[src/hw/rtl/assert_macros.svh]
// assertion macros used by the top level of the sequencer
`ifndef ASSERT_MACROS_SVH
`define ASSERT_MACROS_SVH

// clocked assertion, off while reset is low
`define I2CM_ASSERT(name, clk, rst_n, prop) \
  name: assert property (@(posedge clk) disable iff (!rst_n) prop) \
    else $error("i2cm assertion failed");

// clocked assertion that also holds during reset
`define I2CM_ASSERT_ALWAYS(name, clk, prop) \
  name: assert property (@(posedge clk) prop) \
    else $error("i2cm assertion failed");

`endif

[src/hw/rtl/i2cm_pkg.sv]
// types and constants of the i2c master bit sequencer
package i2cm_pkg;

  // command codes
  localparam logic [2:0] CMD_NONE  = 3'd0;
  localparam logic [2:0] CMD_START = 3'd1;
  localparam logic [2:0] CMD_STOP  = 3'd2;
  localparam logic [2:0] CMD_WRITE = 3'd3;
  localparam logic [2:0] CMD_WACK  = 3'd4;
  localparam logic [2:0] CMD_READ  = 3'd5;

  // configuration register indexes
  localparam logic [1:0] REG_HALF    = 2'd0;
  localparam logic [1:0] REG_ACKBIT  = 2'd1;
  localparam logic [1:0] REG_SETUP   = 2'd2;
  localparam logic [1:0] REG_TIMEOUT = 2'd3;

  // sequencer phases
  localparam logic [4:0] PH_IDLE = 5'd0;
  localparam logic [4:0] PH_ST_A = 5'd1;
  localparam logic [4:0] PH_ST_B = 5'd2;
  localparam logic [4:0] PH_SP_A = 5'd3;
  localparam logic [4:0] PH_SP_B = 5'd4;
  localparam logic [4:0] PH_TO_A = 5'd5;
  localparam logic [4:0] PH_TO_B = 5'd6;
  localparam logic [4:0] PH_WR_A = 5'd7;
  localparam logic [4:0] PH_WR_B = 5'd8;
  localparam logic [4:0] PH_WR_C = 5'd9;
  localparam logic [4:0] PH_WA_A = 5'd10;
  localparam logic [4:0] PH_WA_B = 5'd11;
  localparam logic [4:0] PH_WA_P = 5'd12;
  localparam logic [4:0] PH_RD_A = 5'd13;
  localparam logic [4:0] PH_RD_B = 5'd14;
  localparam logic [4:0] PH_AK_A = 5'd15;
  localparam logic [4:0] PH_AK_B = 5'd16;

  localparam logic [7:0] MSB_MASK      = 8'h80;
  localparam logic [7:0] TIMEOUT_RESET = 8'd250;
  localparam logic [3:0] BITS_PER_BYTE = 4'd8;

  localparam logic [15:0] HALF_RESET   = 16'd5;
  localparam logic [15:0] ACKBIT_RESET = 16'd2;
  localparam logic [15:0] SETUP_RESET  = 16'd1;

  typedef struct packed {
    logic [2:0] cmd;
    logic [7:0] write_byte;
    logic       send_ack;
    logic       sda_sample;
  } in_item_t;

  typedef struct packed {
    logic       scl_line;
    logic       sda_line;
    logic       busy_res;
    logic       done_res;
    logic [7:0] read_byte;
    logic       no_ack;
  } out_item_t;

  typedef struct packed {
    logic [15:0] half_period_ticks;
    logic [15:0] ack_bit_ticks;
    logic [15:0] ack_setup_ticks;
    logic [7:0]  ack_timeout_limit;
  } cfg_t;

  // sequencer state apart from the delay counter
  typedef struct packed {
    logic [4:0] phase;
    logic [3:0] bit_count;
    logic [7:0] shift_reg;
    logic [7:0] poll_count;
    logic       scl;
    logic       sda;
    logic       no_ack;
    logic       ack_latch;
    logic [7:0] rx_byte;
  } seq_state_t;

endpackage

[src/hw/rtl/i2cm_step.sv]
// next-state and result logic for one tick of the sequencer
module i2cm_step #(
  parameter int DELAY_BITS = 16
) (
  input  i2cm_pkg::seq_state_t  st_i,
  input  logic [DELAY_BITS-1:0] delay_i,
  input  i2cm_pkg::cfg_t        cfg_i,
  input  i2cm_pkg::in_item_t    item_i,
  output i2cm_pkg::seq_state_t  st_o,
  output logic [DELAY_BITS-1:0] delay_o,
  output i2cm_pkg::out_item_t   res_o
);
  import i2cm_pkg::*;

  localparam logic [32:0] DelayLim = (33'd1 << DELAY_BITS) - 33'd1;

  // ticks to count-down value: zero acts as one, saturate at the counter
  function automatic logic [DELAY_BITS-1:0] load_delay(input logic [15:0] ticks);
    logic [32:0] t;
    t = {17'd0, ticks};
    if (t == 33'd0) t = 33'd1;
    t = t - 33'd1;
    if (t > DelayLim) t = DelayLim;
    return t[DELAY_BITS-1:0];
  endfunction

  seq_state_t            nx;
  logic [DELAY_BITS-1:0] dl;
  logic                  done;
  logic [7:0]            shifted;
  logic [3:0]            bc_inc;
  logic [15:0]           h;

  assign h       = cfg_i.half_period_ticks;
  assign bc_inc  = st_i.bit_count + 4'd1;
  assign shifted = st_i.shift_reg << 1;

  always_comb begin
    nx   = st_i;
    dl   = delay_i;
    done = 1'b0;
    if (st_i.phase == PH_IDLE) begin
      case (item_i.cmd)
        CMD_START: begin
          nx.phase = PH_ST_A; nx.scl = 1'b1; nx.sda = 1'b1; dl = load_delay(h);
        end
        CMD_STOP: begin
          nx.phase = PH_SP_A; nx.scl = 1'b0; nx.sda = 1'b0; dl = load_delay(h);
        end
        CMD_WRITE: begin
          nx.shift_reg = item_i.write_byte;
          nx.bit_count = '0;
          nx.phase     = PH_WR_A;
          nx.scl       = 1'b0;
          nx.sda       = |(item_i.write_byte & MSB_MASK);
          dl           = load_delay(h);
        end
        CMD_WACK: begin
          nx.poll_count = '0;
          nx.phase      = PH_WA_A;
          nx.sda        = 1'b1;
          dl            = load_delay(cfg_i.ack_setup_ticks);
        end
        CMD_READ: begin
          nx.shift_reg = '0;
          nx.bit_count = '0;
          nx.ack_latch = item_i.send_ack;
          nx.phase     = PH_RD_A;
          nx.scl       = 1'b0;
          nx.sda       = 1'b1;
          dl           = load_delay(h);
        end
        default: ;
      endcase
    end else if (st_i.phase == PH_WA_P) begin
      if (!item_i.sda_sample) begin
        nx.scl    = 1'b0;
        nx.no_ack = 1'b0;
        nx.phase  = PH_IDLE;
        done      = 1'b1;
      end else if (st_i.poll_count >= cfg_i.ack_timeout_limit) begin
        nx.phase = PH_TO_A; nx.scl = 1'b0; nx.sda = 1'b0; dl = load_delay(h);
      end else begin
        nx.poll_count = st_i.poll_count + 8'd1;
      end
    end else if (delay_i != '0) begin
      dl = delay_i - DELAY_BITS'(1);
    end else begin
      case (st_i.phase)
        PH_ST_A: begin
          nx.phase = PH_ST_B; nx.scl = 1'b1; nx.sda = 1'b0; dl = load_delay(h);
        end
        PH_ST_B: begin
          nx.scl = 1'b0; nx.sda = 1'b0; nx.phase = PH_IDLE; done = 1'b1;
        end
        PH_SP_A: begin
          nx.phase = PH_SP_B; nx.scl = 1'b1; nx.sda = 1'b1; dl = load_delay(h);
        end
        PH_SP_B: begin
          nx.phase = PH_IDLE; done = 1'b1;
        end
        PH_TO_A: begin
          nx.phase = PH_TO_B; nx.scl = 1'b1; nx.sda = 1'b1; dl = load_delay(h);
        end
        PH_TO_B: begin
          nx.no_ack = 1'b1; nx.phase = PH_IDLE; done = 1'b1;
        end
        PH_WR_A: begin
          nx.phase = PH_WR_B; nx.scl = 1'b1; dl = load_delay(h);
        end
        PH_WR_B: begin
          nx.phase = PH_WR_C; nx.scl = 1'b0; dl = load_delay(h);
        end
        PH_WR_C: begin
          nx.shift_reg = shifted;
          nx.bit_count = bc_inc;
          if (bc_inc >= BITS_PER_BYTE) begin
            nx.phase = PH_IDLE;
            done     = 1'b1;
          end else begin
            nx.phase = PH_WR_A;
            nx.scl   = 1'b0;
            nx.sda   = |(shifted & MSB_MASK);
            dl       = load_delay(h);
          end
        end
        PH_WA_A: begin
          nx.phase = PH_WA_B; nx.scl = 1'b1; nx.sda = 1'b1;
          dl = load_delay(cfg_i.ack_setup_ticks);
        end
        PH_WA_B: nx.phase = PH_WA_P;
        PH_RD_A: begin
          nx.phase = PH_RD_B; nx.scl = 1'b1; nx.sda = 1'b1; dl = load_delay(h);
        end
        PH_RD_B: begin
          nx.shift_reg = {st_i.shift_reg[6:0], item_i.sda_sample};
          nx.bit_count = bc_inc;
          nx.scl       = 1'b0;
          if (bc_inc >= BITS_PER_BYTE) begin
            // ack low, nack released
            nx.phase = PH_AK_A;
            nx.sda   = ~st_i.ack_latch;
            dl       = load_delay(cfg_i.ack_bit_ticks);
          end else begin
            nx.phase = PH_RD_A;
            nx.sda   = 1'b1;
            dl       = load_delay(h);
          end
        end
        PH_AK_A: begin
          nx.phase = PH_AK_B; nx.scl = 1'b1;
          dl = load_delay(cfg_i.ack_bit_ticks);
        end
        PH_AK_B: begin
          nx.scl     = 1'b0;
          nx.rx_byte = st_i.shift_reg;
          nx.phase   = PH_IDLE;
          done       = 1'b1;
        end
        default: nx.phase = PH_IDLE;
      endcase
    end
  end

  assign st_o    = nx;
  assign delay_o = dl;

  always_comb begin
    res_o.scl_line  = nx.scl;
    res_o.sda_line  = nx.sda;
    res_o.busy_res  = (nx.phase != PH_IDLE);
    res_o.done_res  = done;
    res_o.read_byte = nx.rx_byte;
    res_o.no_ack    = nx.no_ack;
  end

endmodule

[src/hw/rtl/i2cm_out_buf.sv]
// two-entry output register with skid slot
module i2cm_out_buf (
  input  logic                clk_i,
  input  logic                rst_ni,
  input  logic                push_i,
  input  i2cm_pkg::out_item_t data_i,
  output logic                full_o,
  output logic                out_valid_o,
  input  logic                out_stall_i,
  output i2cm_pkg::out_item_t out_item_o
);
  import i2cm_pkg::*;

  out_item_t main_q, skid_q;
  logic      main_v_q, skid_v_q;
  logic      pop;

  assign pop = main_v_q & ~out_stall_i;

  always_ff @(posedge clk_i or negedge rst_ni) begin
    if (!rst_ni) begin
      main_v_q <= 1'b0;
      skid_v_q <= 1'b0;
    end else if (skid_v_q) begin
      if (pop) begin
        main_v_q <= 1'b1;
        skid_v_q <= 1'b0;
      end
    end else if (push_i) begin
      if (!main_v_q || pop) begin
        main_v_q <= 1'b1;
      end else begin
        skid_v_q <= 1'b1;
      end
    end else if (pop) begin
      main_v_q <= 1'b0;
    end
  end

  always_ff @(posedge clk_i) begin
    if (skid_v_q) begin
      if (pop) main_q <= skid_q;
    end else if (push_i) begin
      if (!main_v_q || pop) begin
        main_q <= data_i;
      end else begin
        skid_q <= data_i;
      end
    end
  end

  assign full_o      = skid_v_q;
  assign out_valid_o = main_v_q;
  assign out_item_o  = main_q;

endmodule

[src/hw/rtl/i2c_master_bit_sequencer.sv]
// top level of the i2c master bit sequencer
// One input word is one tick of bus timing. A word is taken every clock cycle
// while not stalled, and its result word is registered for output; the sequencer
// state and the result register are the only stages, and a two-word output
// buffer lets the input keep flowing while one result waits. The input stalls
// only when two result words are held. Configuration writes (index 0 half
// period, 1 ack bit phase, 2 ack setup phase, 3 ack timeout) take effect on
// the next word. Phase counters are DELAY_BITS wide; longer phases saturate.
`include "assert_macros.svh"

module i2c_master_bit_sequencer #(
  parameter int DELAY_BITS = 16
) (
  input  logic                clk_i,
  input  logic                rst_ni,
  input  logic                cfg_we_i,
  input  logic [1:0]          cfg_idx_i,
  input  logic [15:0]         cfg_wdata_i,
  input  logic                in_valid_i,
  output logic                in_stall_o,
  input  i2cm_pkg::in_item_t  in_item_i,
  output logic                out_valid_o,
  input  logic                out_stall_i,
  output i2cm_pkg::out_item_t out_item_o
);
  import i2cm_pkg::*;

  cfg_t                  cfg_q;
  seq_state_t            st_q, st_d;
  logic [DELAY_BITS-1:0] delay_q, delay_d;
  out_item_t             res;
  logic                  accept;
  logic                  buf_full;

  assign accept     = in_valid_i & ~buf_full;
  assign in_stall_o = buf_full;

  always_ff @(posedge clk_i or negedge rst_ni) begin
    if (!rst_ni) begin
      cfg_q.half_period_ticks <= HALF_RESET;
      cfg_q.ack_bit_ticks     <= ACKBIT_RESET;
      cfg_q.ack_setup_ticks   <= SETUP_RESET;
      cfg_q.ack_timeout_limit <= TIMEOUT_RESET;
    end else if (cfg_we_i) begin
      case (cfg_idx_i)
        REG_HALF:    cfg_q.half_period_ticks <= cfg_wdata_i;
        REG_ACKBIT:  cfg_q.ack_bit_ticks     <= cfg_wdata_i;
        REG_SETUP:   cfg_q.ack_setup_ticks   <= cfg_wdata_i;
        REG_TIMEOUT: cfg_q.ack_timeout_limit <= cfg_wdata_i[7:0];
        default: ;
      endcase
    end
  end

  i2cm_step #(
    .DELAY_BITS(DELAY_BITS)
  ) u_step (
    .st_i   (st_q),
    .delay_i(delay_q),
    .cfg_i  (cfg_q),
    .item_i (in_item_i),
    .st_o   (st_d),
    .delay_o(delay_d),
    .res_o  (res)
  );

  always_ff @(posedge clk_i or negedge rst_ni) begin
    if (!rst_ni) begin
      st_q.phase      <= PH_IDLE;
      st_q.bit_count  <= '0;
      st_q.shift_reg  <= '0;
      st_q.poll_count <= '0;
      st_q.scl        <= 1'b1;
      st_q.sda        <= 1'b1;
      st_q.no_ack     <= 1'b0;
      st_q.ack_latch  <= 1'b0;
      st_q.rx_byte    <= '0;
      delay_q         <= '0;
    end else if (accept) begin
      st_q    <= st_d;
      delay_q <= delay_d;
    end
  end

  i2cm_out_buf u_out_buf (
    .clk_i      (clk_i),
    .rst_ni     (rst_ni),
    .push_i     (accept),
    .data_i     (res),
    .full_o     (buf_full),
    .out_valid_o(out_valid_o),
    .out_stall_i(out_stall_i),
    .out_item_o (out_item_o)
  );

  // a completed command never reports busy
  `I2CM_ASSERT(a_done_not_busy, clk_i, rst_ni,
    out_valid_o |-> !(out_item_o.done_res && out_item_o.busy_res))
  // input stalls only while a result is held
  `I2CM_ASSERT(a_stall_has_out, clk_i, rst_ni, in_stall_o |-> out_valid_o)
  // a low poll ends the acknowledge wait
  `I2CM_ASSERT(a_ack_ends, clk_i, rst_ni,
    (accept && st_q.phase == PH_WA_P && !in_item_i.sda_sample) |=> st_q.phase == PH_IDLE)
  // while counting down the phase holds
  `I2CM_ASSERT(a_count_holds, clk_i, rst_ni,
    (accept && st_q.phase != PH_IDLE && st_q.phase != PH_WA_P && delay_q != '0)
      |=> st_q.phase == $past(st_q.phase))

endmodule
[config.mk]
export PLATFORM = sky130hd
export DESIGN_NAME = i2c_master_bit_sequencer
export DESIGN_NICKNAME = d
export VERILOG_FILES = /design/src/hw/rtl/i2cm_pkg.sv /design/src/hw/rtl/i2cm_step.sv /design/src/hw/rtl/i2cm_out_buf.sv /design/src/hw/rtl/i2c_master_bit_sequencer.sv
export VERILOG_INCLUDE_DIRS = /design/src /design/src/hw/rtl
export SDC_FILE = /design/constraint.sdc
export NUM_CORES = 1
export LEC_CHECK = 0
export BUFFER_PORTS_ARGS = -buffer_cell sky130_fd_sc_hd__buf_4
export CAP_MARGIN = 40
export CELL_PAD_IN_SITES_DETAIL_PLACEMENT = 2
export CELL_PAD_IN_SITES_GLOBAL_PLACEMENT = 2
export CORE_ASPECT_RATIO = 1.2
export CORE_MARGIN = 8
export CORE_UTILIZATION = 44
export CTS_BUF_LIST = sky130_fd_sc_hd__clkbuf_8
export DETAILED_ROUTE_END_ITERATION = 10
export PLACE_DENSITY_LB_ADDON = 0.1
export RECOVER_POWER = 50
export REMOVE_ABC_BUFFERS = 1
export SLEW_MARGIN = 25
export SYNTH_ARGS = -nofsm -noshare
export SYNTH_HDL_FRONTEND = slang
export SYNTH_SLANG_ARGS = --single-unit
[constraint.sdc]
create_clock -name clk_i -period 5.8 [get_ports clk_i]
set_input_delay 1.74 -clock clk_i [delete_from_list [all_inputs] [get_ports clk_i]]
set_output_delay 1.74 -clock clk_i [all_outputs]
set_load 0.02 [all_outputs]
==> flow_metrics.env <==
export IMPL_grt_pass1_vias=9065
export IMPL_die_h_microns=170
export IMPL_drtPass1Iterations=5
export IMPL_routed_wl_microns=35000
export IMPL_grt_pass1_wl_microns=54000
export IMPL_cts_tree="built"
export IMPL_cp_num_buf_inv=2
export IMPL_worstSetupStartpoint="rst_ni"
export IMPL_grt_use_total_pct=29.3
export IMPL_stdcell_count=1247
export IMPL_antenna_found_initial=0
export IMPL_path_delay_family="buffers and inverters"
export IMPL_cpPeakStageDelay_ps=1430
export IMPL_fin_crit_sh_pct=76.1
export IMPL_via_per_inst=6.45
export IMPL_clk_pin_slew_ps=90
export IMPL_p_leak_nw=3.83
export IMPL_drtIter0Drc=644
export IMPL_clk_latency_ps=480
export IMPL_cts_num_sinks=137
export IMPL_drive_gt1_share_pct=21.3
export IMPL_p_total_mw=4.18
export IMPL_path_max_fanout=33
export IMPL_netlist_area_sq_um=8670
export IMPL_crit_end="cfg_q[37]$_DFFE_PN0P_"
export IMPL_avgSynthCellArea_sq_um=9.34
export IMPL_regArea_sq_um=3570
export IMPL_min_period_ps=4420
export IMPL_relSlewSlack_pct=-36.8
export IMPL_cap_violations=2
export IMPL_endpoint_kind="asynchronous set/reset pin"
export IMPL_worstSetupPathType="input pin to asynchronous set/reset pin"
export IMPL_final_util_pct=49.8
export IMPL_place_congestion=0.903
export IMPL_grt_overflow=0
export IMPL_place_inst=1212
export IMPL_setup_viol=0
export IMPL_cts_path_max_buffers=2
export IMPL_die_area_sq_um=24500
export IMPL_r2r_start="cfg_q[45]$_DFFE_PN0P_"
export IMPL_critPathLaunchType="input pin"
export IMPL_nNetsFinal=1029
export IMPL_power_density_nw_per_um2=431
export IMPL_num_rows=56
export IMPL_synthCells=929
export IMPL_vias=8045
export IMPL_ant_nets=0
export IMPL_synth_edf_count=26
export IMPL_hold_violations=0
export IMPL_post_route_drc_count=0
export IMPL_h_tree_depth=4
export IMPL_whs_ps=501
export IMPL_synth_seq_cells=137
export IMPL_fin_setup_tns_ps=0
export IMPL_post_cts_setup_buffers=0
export IMPL_wire_per_inst_microns=28.0
export IMPL_worstMarginPinSlew_ps=2050
export IMPL_hp_start="st_q[4]$_DFFE_PN0P_"
export IMPL_cts_resized=0
export IMPL_synth_seq_area_share_pct=41.2
export IMPL_initial_core_util_pct=44.5
export IMPL_rrSetupSlack_ps=1760
export IMPL_cts_buffers=17
export IMPL_grt_max_degree=50
export IMPL_required_ps=6030
export IMPL_slowest_stage="clkbuf_1"
export IMPL_ctsRootBufferMaster="clkbuf_8"
export IMPL_dieWidth_microns=144
export IMPL_peakVddDrop_uv=176
export IMPL_fmax_mhz=226
export IMPL_postSynth_asyncResetShare_pct=81.0
export IMPL_core_area_sq_um=19500
export IMPL_timing_rr_end="delay_q[15]$_DFFE_PN0P_"
export IMPL_nFillCells=2104
export IMPL_violations="max-capacitance violations, max-slew violations"
export IMPL_outcome="finished with violations"
export IMPL_cp_arrival_ps=4640
export IMPL_hpwlAfterDp_microns=25600
export IMPL_rsz0062_at_grt="no"
export IMPL_clock_skew_ps=17.1
export IMPL_multi_input_area_sq_um=4820
export IMPL_drv_slew=66
export IMPL_io_buffer_count=50
export IMPL_cpMostUsedCell="clkbuf_1"
export IMPL_reg2regPathDepth=11
export IMPL_hold_class="flip-flop to flip-flop"
export IMPL_area_growth_pct=11.9
export IMPL_postCtsHoldBufs=0
export IMPL_yosysWarningCount=0
export IMPL_synth_ff_type="dfrtp_1"
export IMPL_worstPathCellList="clkbuf_1 > clkbuf_1"
export IMPL_n_antenna_cell=0
export IMPL_pin_count=51
export IMPL_synthDistinctLibCells=78
export IMPL_crit_cells=2
worst min-delay path by stage:
stage                            to  slack, ps  depth (start not counted)
3_3_place_gp    st_q[0]$_DFFE_PN0P_        450                          2
3_5_place_dp    st_q[4]$_DFFE_PN0P_        490                          2
4_1_cts         st_q[4]$_DFFE_PN0P_        510                          2
2_1_floorplan   st_q[0]$_DFFE_PN0P_        440                          2
5_1_grt        st_q[30]$_DFFE_PN0P_        540                          1
6_report        st_q[4]$_DFFE_PN0P_        500                          2
synthesized netlist by cell type (10+ instances only):
master / n / area [sq um]
xor2_1: 14 / 123
or4_1: 13 / 97.6
a21oi_1: 69 / 345
dfrtp_1: 99 / 2480
edfxtp_1: 26 / 781
o21ai_0: 70 / 350
a31oi_1: 19 / 119
nor2b_1: 12 / 75.1
dfstp_2: 12 / 315
o31ai_1: 10 / 75.1
nor4_1: 15 / 93.8
mux2_2: 77 / 867
ha_1: 20 / 250
xnor2_1: 25 / 219
nand2_1: 110 / 413
clkbuf_1: 31 / 116
nor3_1: 27 / 135
or3_1: 14 / 87.6
nand3_1: 20 / 100
inv_1: 26 / 97.6
nor2_1: 60 / 225
buf_2: 10 / 50.1
registers in the layout, summed over array words and instances, names as in the netlist:
register               count
u_out_buf.full_o           1
st_q                      37
delay_q                   16
u_out_buf.skid_q          13
u_out_buf.out_item_o      13
u_out_buf.out_valid_o      1
cfg_q                     56
through the flow:
stage                     worst slack (ps)  cell area (sq um)
final                                 1380               9710
after global routing                   841               9710
after detailed placement              1800               9330
after global placement                1620               9320
after floorplan                        389               8490
after CTS                             1780               9720
metal layers:
layer,GRT usage [%],up-vias,wire length (microns)
met5,0,-,0
met4,20.2,0,2330
met3,4.57,134,1220
met2,53.1,256,18600
met1,30.5,4134,12800
li1,-,3521,-
logic make-up (layout without fill, tap and decap cells):
logic type,Yosys count,after routing,share of synthesized area [%]
compound gates,246,246,18.0
xor+xnor,39,39,3.94
fa+ha+maj,20,20,2.88
buf+inv,72,129,3.35
flops,137,137,41.2
mux,81,81,10.5
simple gates,334,334,20.2
layout by cell type, fill, tap and decap left out, drive strengths merged, types with 4 or more instances in the layout:
cell / n
a311oi: 4
inv: 35
o211ai: 9
and2: 9
and3: 5
nor2b: 12
a21oi: 70
dfrtp: 99
o31ai: 11
nand4: 6
a21o: 5
or3: 14
nand2: 110
xor2: 14
edfxtp: 26
o2111ai: 5
nor4: 20
nor3: 29
dfstp: 12
nor2: 63
xnor2: 25
nor3b: 9
o21ai: 72
clkinv: 4
nand2b: 10
nand3b: 5
mux2: 77
nand3: 20
ha: 20
or4: 15
a41oi: 7
mux2i: 4
a31oi: 20
buf: 61
a211oi: 6
clkbuf: 26
report_power, final:
group	internal [mW]	leakage, nW	total, mW	switching, mW
Sequential	1.25	1.60	1.60	0.350
Combinational	0.652	2.04	1.76	1.11
Clock	0.356	0.193	0.823	0.466
Total	2.25	3.83	4.18	1.93
final cells by class:
type / instances / share of cell area [%]
clock buffers: 17 / 2.41
clock inverters: 15 / 1.60
inverters: 27 / 1.04
multi-input cells: 720 / 49.7
flip-flops and latches: 137 / 36.8
well taps: 261 / 3.36
repair buffers: 70 / 5.09
No activity file was read; power rests on OpenSTA's default activity.
